`config.mk`:
```
export PLATFORM = sky130hd
export DESIGN_NAME = salc_ctrl
export DESIGN_NICKNAME = d
export VERILOG_FILES = /design/src/salc_pkg.sv /design/src/salc_ctrl.sv
export SDC_FILE = /design/constraint.sdc
export NUM_CORES = 1
export LEC_CHECK = 0
export BUFFER_PORTS_ARGS = -buffer_cell sky130_fd_sc_hd__buf_2
export CORE_AREA = 4 4 41 43
export DETAILED_ROUTE_END_ITERATION = 10
export DIE_AREA = 0 0 45 47
export GPL_ROUTABILITY_DRIVEN = 0
export SLEW_MARGIN = 0
export SYNTH_ARGS = -nofsm -noshare
export SYNTH_HDL_FRONTEND = slang
export SYNTH_SLANG_ARGS = --single-unit
```
`constraint.sdc`:
```
create_clock -name clk -period 0.8 [get_ports clk]
set_clock_uncertainty 0.15 [all_clocks]
set_input_delay 0.16 -clock clk [delete_from_list [all_inputs] [get_ports clk]]
set_output_delay 0.16 -clock clk [all_outputs]
set_load 0.05 [all_outputs]
```
`src/salc_pkg.sv`:
```
// ----------------------------------------------------------------------------
// salc_pkg
// shared types and constants of the set-associative lru cache level
// ----------------------------------------------------------------------------
package salc_pkg;

  localparam int ADDR_W      = 32;
  localparam int SETS        = 64;
  localparam int WAYS        = 4;
  localparam int BLOCK_BYTES = 64;
  localparam int USE_W       = 32;
  localparam int CNT_W       = 32;

  localparam int BLOCK_W = (BLOCK_BYTES > 1) ? $clog2(BLOCK_BYTES) : 1;
  localparam int SET_W   = (SETS > 1) ? $clog2(SETS) : 1;
  localparam int WAY_W   = (WAYS > 1) ? $clog2(WAYS) : 1;
  localparam int TAG_W   = ADDR_W - BLOCK_W;

  // configuration register indexes
  localparam int CFG_IDX_W = 2;
  localparam logic [CFG_IDX_W-1:0] REG_ENABLE     = 2'd0;
  localparam logic [CFG_IDX_W-1:0] REG_WRITE_BACK = 2'd1;

  // one way of a set: full block number, last use time, dirty
  typedef struct packed {
    logic [TAG_W-1:0] tag;
    logic [USE_W-1:0] last_use;
    logic             dirty;
  } way_t;

  typedef way_t [WAYS-1:0] row_t;

  localparam int ROW_W = $bits(row_t);

  typedef enum logic {
    ST_IDLE,
    ST_LOOKUP
  } ctl_state_t;

  // controller to datapath
  typedef struct packed {
    logic capture;     // latch access word, start set read
    logic update;      // resolve access, write set, load result
    logic wb_pol;      // current policy
  } ctl_cmd_t;

  // result word
  typedef struct packed {
    logic              hit;
    logic              victim_writeback;
    logic [ADDR_W-1:0] victim_address;
    logic              forward_valid;
    logic [ADDR_W-1:0] forward_address;
    logic              forward_is_write;
    logic [CNT_W-1:0]  hit_count;
  } res_t;

endpackage

```
`src/salc_ctrl.sv`:
```
// ----------------------------------------------------------------------------
// salc_ctrl
// access sequencer, configuration registers and result valid
// ----------------------------------------------------------------------------
module salc_ctrl
  import salc_pkg::*;
(
  input  logic                 clk,
  input  logic                 rst_n,
  input  logic                 in_valid,
  output logic                 in_stall,
  output logic                 out_valid,
  input  logic                 out_stall,
  input  logic                 cfg_valid,
  output logic                 cfg_ready,
  input  logic [CFG_IDX_W-1:0] cfg_index,
  input  logic                 cfg_data,
  output ctl_cmd_t             cmd
);

  ctl_state_t state_r, state_nxt;
  logic       enable_r, enable_nxt;
  logic       wb_r, wb_nxt;
  logic       out_valid_r, out_valid_nxt;
  logic       accept;

  assign cfg_ready = 1'b1;

  always_comb begin
    enable_nxt = enable_r;
    wb_nxt     = wb_r;
    if (cfg_valid && cfg_ready) begin
      case (cfg_index)
        REG_ENABLE:     enable_nxt = cfg_data;
        REG_WRITE_BACK: wb_nxt     = cfg_data;
        default: ;
      endcase
    end
  end

  // next state
  always_comb begin
    state_nxt = state_r;
    case (state_r)
      ST_IDLE: begin
        if (accept && enable_r) begin
          state_nxt = ST_LOOKUP;
        end
      end
      ST_LOOKUP: begin
        if (!out_valid_r || !out_stall) begin
          state_nxt = ST_IDLE;
        end
      end
      default: state_nxt = ST_IDLE;
    endcase
  end

  // outputs
  always_comb begin
    in_stall    = 1'b1;
    cmd.capture = 1'b0;
    cmd.update  = 1'b0;
    cmd.wb_pol  = wb_r;
    case (state_r)
      ST_IDLE: begin
        in_stall    = 1'b0;
        cmd.capture = in_valid && enable_r;
      end
      ST_LOOKUP: begin
        cmd.update = !out_valid_r || !out_stall;
      end
      default: ;
    endcase
  end

  assign accept = in_valid && !in_stall;

  always_comb begin
    out_valid_nxt = out_valid_r && out_stall;
    if (cmd.update) begin
      out_valid_nxt = 1'b1;
    end
  end

  assign out_valid = out_valid_r;

  always_ff @(posedge clk) begin
    if (!rst_n) begin
      state_r     <= ST_IDLE;
      enable_r    <= 1'b0;
      wb_r        <= 1'b1;
      out_valid_r <= 1'b0;
    end else begin
      state_r     <= state_nxt;
      enable_r    <= enable_nxt;
      wb_r        <= wb_nxt;
      out_valid_r <= out_valid_nxt;
    end
  end

endmodule

```
==> results.ini, run 1 <==
[run_status]
status=complete, but fails checks
violations=hold timing, setup timing

[floorplanning]
io_pins=14
die_height_um=47
dieArea_mm2=0.002115
dieWidth_um=45
core_mm2=0.001301
start_util_pct=15.77
rows=13

[logic_synthesis]
synth_nets=30
yosysWarnings=0
synth.avg_cell_area_um2=9.327
synth_area_um2=205.2
ys_seq_area_share_pct=39.02
synthCells=22
synth-seq-cells=4
synth.distinct_cells=16

[placement]
place_area_um2=306.5
numPortBuffers=12
place_hpwl_um=421.8
preCtsSetupSlack_ps=-381.6

[cells_and_area]
layout_commonest_cell=buf_2
syn_to_final_growth_pct=100.6
nets=50
num_antenna_cells=0
final_cell_mix=buf_2, buf_8, buf_4, clkbuf_4
drive_above_1_share_pct=72.50
finalInstanceArea_um2=411.6

[global_routing]
grt_pass1_vias=216
grt_max_degree=6
globalRouteOverflowTotal=0
grt_pass1_wl_um=903
grt_antenna_before_repair=0
grtUsageTotal_pct=6.403

[critical_path]
crit_fanout=3
crit_type=reg2out
cp_slowest_cell=dfxtp_4
start_kind=flop
worstPathCellList=nand3b_1, clkinvlp_4, buf_8
worst-path-buf-inv=2
cpPeakStageDelay_ps=340
cpLargestDelayFamily=flip-flops
critPathArrivalTime_ps=1030
required_ps=490
endpoint_kind=primary output

[cts]
h-tree-depth=1
path_clk_slew_ps=40
cts_buffers=3
clk_latency_ps=230
cts_tree=built
clockBufferDepth=2
cts.sinks=4
cts_root_buf=clkbuf_4

[timing]
whs_ps=-4.625
setup_viol=7
fmax_ghz=0.7437
fin_ws_ps=-544.6
hold_viol=1
fin_crit_ps=1345
fin_crit_sh_pct=168.1
rsz0062_at_grt=yes
finalMaxSlewViolations=0

[detailed_routing]
via_per_inst=4.000
drt-wirelength-per-cell_um=10.07
routed-via-count=220
drt-total-wl_um=554
first_pass_iters=2
first_iter_violations=1
detail-route-antenna-nets=0
drc=0

[hold_path]
min_path_type=in2reg

[pwr]
irDropWorstVdd_mv=1.060
power_leakage_nw=0.1804
powerDensity_mw_per_mm2=1342
finalPower_w=0.0005524

[job]
maxCapViolCount=0

[state kept, by name (all words and copies together), names as in the netlist]
signal,count
wb_r,1
out_valid,1
enable_r,1
state_r,1
[repair_timing]
action / CTS / global route
setup buffers: 0 / 3
setup endpoints to repair: 7 / 7
pin swaps: 2 / 0
gates resized for setup: 15 / 3
endpoints found under the hold margin: 1 / 0
[synthesized netlist by cell type]
| cell type | number | area [um2] |
|---|---|---|
| a21boi_0 | 1 | 7.510 |
| a21boi_1 | 1 | 7.510 |
| a21oi_1 | 1 | 5.000 |
| and3b_1 | 1 | 8.760 |
| buf_4 | 2 | 15.01 |
| conb_1 | 1 | 3.750 |
| dfxtp_1 | 4 | 80.08 |
| inv_1 | 2 | 7.510 |
| mux2i_1 | 1 | 10.01 |
| nand2_1 | 2 | 7.510 |
| nand3_1 | 1 | 5.000 |
| nand3b_1 | 1 | 7.510 |
| nand4b_1 | 1 | 8.760 |
| nor2b_1 | 1 | 6.260 |
| nor3b_2 | 1 | 12.51 |
| o211ai_2 | 1 | 12.51 |
[area by class of cell]
cell class / instances / area (um2)
Sequential cell: 4 / 88.84
Inverter: 2 / 11.26
Tap cell: 15 / 18.77
Timing Repair Buffer: 17 / 147.6
Clock buffer: 3 / 22.52
Fill cell: 147 / 889.6
Multi-Input combinational cell: 14 / 122.6
[power by group]
group          internal (W)  switching, W  total, W  leakage (nW)
logic             0.0000445     0.0000558  0.000100         0.133
clock network      0.000168     0.0000794  0.000247        0.0138
registers          0.000201    0.00000455  0.000205        0.0337
[path summary, 6_finish.rpt]
path	startpoint	end	slack (ps)	cells past startpoint
setup / recovery	state_r$_SDFF_PN0_	cmd[2]	-540	3
hold / removal	rst_n	wb_r$_SDFFE_PN1P_	-5	2
setup reg to reg	state_r$_SDFF_PN0_	out_valid$_SDFF_PN0_	-300	5
hold reg to reg	enable_r$_SDFFE_PN0P_	enable_r$_SDFFE_PN0P_	310	2
[metal layers]
metal / share of wire (%) / track usage, %
met1: 41 / 6.378
met2: 46 / 10.45
met3: 13 / 4.981
met4: 0 / 1.754
met5: 0 / 0
[worst reg2reg max path: cells and delay by family (launching register included)]
| family | cells | cell delay, ps |
|---|---|---|
| buffers and inverters | 3 | 360 |
| AND/OR/NAND/NOR | 1 | 50 |
| AO/OA/AOI/OAI | 1 | 100 |
| flip-flops | 1 | 340 |
[per-stage QoR]
stage	hold slack (ps)	utilization [%]	cells	TNS [ps]
floorplan	74.58	-	22	-937.4
global placement	228.2	23.56	49	-1321
detailed placement	237.4	23.56	49	-1388
CTS	-5.066	28.94	52	-2054
global route	0.3221	31.63	55	-2749
finish	-4.625	31.63	55	-2503
[cell families (layout without fill, tap and decap cells)]
| kind of cell | Yosys count | in the layout | synth area share, % |
|---|---|---|---|
| AOI/OAI and AO/OA | 4 | 4 | 15.85 |
| buffers and inverters | 4 | 22 | 10.97 |
| DFF | 4 | 4 | 39.03 |
| muxes | 1 | 1 | 4.878 |
| other | 1 | 1 | 1.828 |
| and+or+nand+nor | 8 | 8 | 27.44 |
(Power assumes the default switching activity.)
==> run 2, diff against run 1 <==
Clock period 0.8 ns to 1.4 ns, I/O delays scaled along.
==> results.ini, run 2 (same netlist as run 1, synthesis figures left out) <==
[cts]
cts_tree=built  ; unchanged
cts_buffers=3  ; unchanged
cts_root_buf=clkbuf_4  ; unchanged
clockBufferDepth=2  ; unchanged
holdBufCountCts=0
clk_latency_ps=240  ; was 230 ps
path_clk_slew_ps=40  ; about the same
h-tree-depth=1  ; unchanged
cts.sinks=4  ; unchanged

[detailed_routing]
via_per_inst=3.900  ; was 4.000
detail-route-antenna-nets=0  ; unchanged
first_iter_violations=1  ; unchanged
drt-total-wl_um=491  ; was 554 um
routed-via-count=195  ; was 220
drc=0  ; unchanged
first_pass_iters=2  ; unchanged
drt-wirelength-per-cell_um=9.820  ; was 10.07 um

[cells_and_area]
nets=45  ; was 50
finalInstanceArea_um2=319.1  ; was 411.6 um2
syn_to_final_growth_pct=55.49  ; was 100.6%
num-fill-cells=154  ; was 147
num_antenna_cells=0  ; unchanged
layout_commonest_cell=buf_2  ; unchanged
drive_above_1_share_pct=54.29  ; was 72.50%
final_cell_mix=buf_2, clkbuf_4, dfxtp_1  ; was buf_2, buf_8, buf_4, clkbuf_4

[pwr]
power_leakage_nw=0.1515  ; was 0.1804 nW
irDropWorstVdd_mv=0.2182  ; was 1.060 mV
powerDensity_mw_per_mm2=983.4  ; was 1342 mW/mm2

[critical_path]
crit_fanout=5  ; was 3
crit_type=reg2out  ; unchanged
timing.rr.end=state_r$_SDFF_PN0_  ; was out_valid$_SDFF_PN0_
worst-path-buf-inv=2  ; unchanged
rr_startpoint=out_valid$_SDFF_PN0_  ; was state_r$_SDFF_PN0_
rrSetupSlack_ps=530  ; was -300 ps
start_kind=flop  ; unchanged
worstPathCellList=nand3b_1, inv_1, buf_6  ; was nand3b_1, clkinvlp_4, buf_8
cpPeakStageDelay_ps=330  ; was 340 ps
worstRegToRegCells=2  ; was 5
endpoint_kind=primary output  ; unchanged
cp_slowest_cell=dfxtp_2  ; was dfxtp_4
required_ps=970  ; was 490 ps
cpLargestDelayFamily=flip-flops  ; unchanged
critPathArrivalTime_ps=970  ; was 1030 ps

[placement]
place_area_um2=281.5  ; was 306.5 um2
place_hpwl_um=391.7  ; was 421.8 um
numPortBuffers=12  ; unchanged

[floorplanning]
dieWidth_um=45  ; unchanged
core_mm2=0.001301  ; unchanged
io_pins=14  ; unchanged
rows=13  ; unchanged
die_height_um=47  ; unchanged
dieArea_mm2=0.002115  ; unchanged
start_util_pct=15.77  ; unchanged

[global_routing]
grt_max_degree=6  ; unchanged
globalRouteOverflowTotal=0  ; unchanged
grtUsageTotal_pct=5.375  ; was 6.403%
grt_pass1_wl_um=703  ; was 903 um
grt_pass1_vias=189  ; was 216
grt_antenna_before_repair=0  ; unchanged

[timing]
rsz0062_at_grt=yes  ; unchanged
finalMaxSlewViolations=0  ; unchanged
fmax_ghz=0.7145
fin_crit_ps=1400
hold_viol=0  ; was 1
fin_tns_setup_ps=0  ; was -2503 ps
setup_viol=0  ; was 7
fin_crit_sh_pct=99.97

[hold_path]
hp-start=rst_n  ; unchanged
hold_end=wb_r$_SDFFE_PN1P_  ; unchanged
min_path_type=in2reg  ; unchanged
hold_depth=2  ; unchanged

[run_status]
status=finished, final reports clean  ; was complete, but fails checks

[job]
maxCapViolCount=0  ; unchanged

==> run 2: where the power goes <==
part	internal (W)	switching, W
Combinational	0.0000174	0.0000296
Sequential	0.000118	0.00000184
Clock	0.0000962	0.0000511
==> run 2: routing by layer <==
metal,GRT usage [%],part of all wire [%],vias up
met5,0,0,-
met1,4.328,38,88
met4,7.018,0,0
met3,3.831,13,0
li1,-,-,99
met2,7.627,49,8
==> run 2: repair_timing <==
item / 4_1_cts / 5_1_grt
gates resized for setup: 3 / 2
endpoints found under the setup margin: 2 / 3
setup buffers: 0 / 0
==> run 2: stage by stage <==
step	utilization (%)	hold slack [ps]	total power, W	setup slack (ps)	std cells
after floorplan	-	194.6	0.0001521	46.33	22
after global placement	21.63	303.2	0.0001660	166.9	47
after detailed placement	21.63	304.0	0.0001674	160.8	47
after CTS	24.04	103.0	0.0003223	-20.48	50
after global routing	24.52	109.4	0.0003289	-66.74	50
final	24.52	110.7	0.0003138	0.4791	50
==> run 2: final cells by class <==
type	instances	area (um2)	share of cell area (%)
inverter	2	7.507	2.353
multi-input combinational	14	113.9	35.69
tap	15	18.77	5.882
sequential	4	81.33	25.49
clock buffer	3	22.52	7.059
timing repair buffer	12	75.07	23.53
==> run 2: worst reg2reg max path, cell delays in order (launching register included) <==
cell and delay, ps:
dfxtp_1 400, nand3_1 100, a21boi_1 140
==> run 2: how the worst max path moves through the flow <==
stage	start	endpoint	slack, ps	depth (start not counted)
after floorplan	state_r$_SDFF_PN0_	cmd[2]	50	2
after global placement	out_stall	cmd[1]	170	3
after detailed placement	out_stall	cmd[1]	160	3
after CTS	state_r$_SDFF_PN0_	cmd[2]	-20	3
after global routing	state_r$_SDFF_PN0_	cmd[2]	-70	3
final	state_r$_SDFF_PN0_	cmd[2]	0.5	3
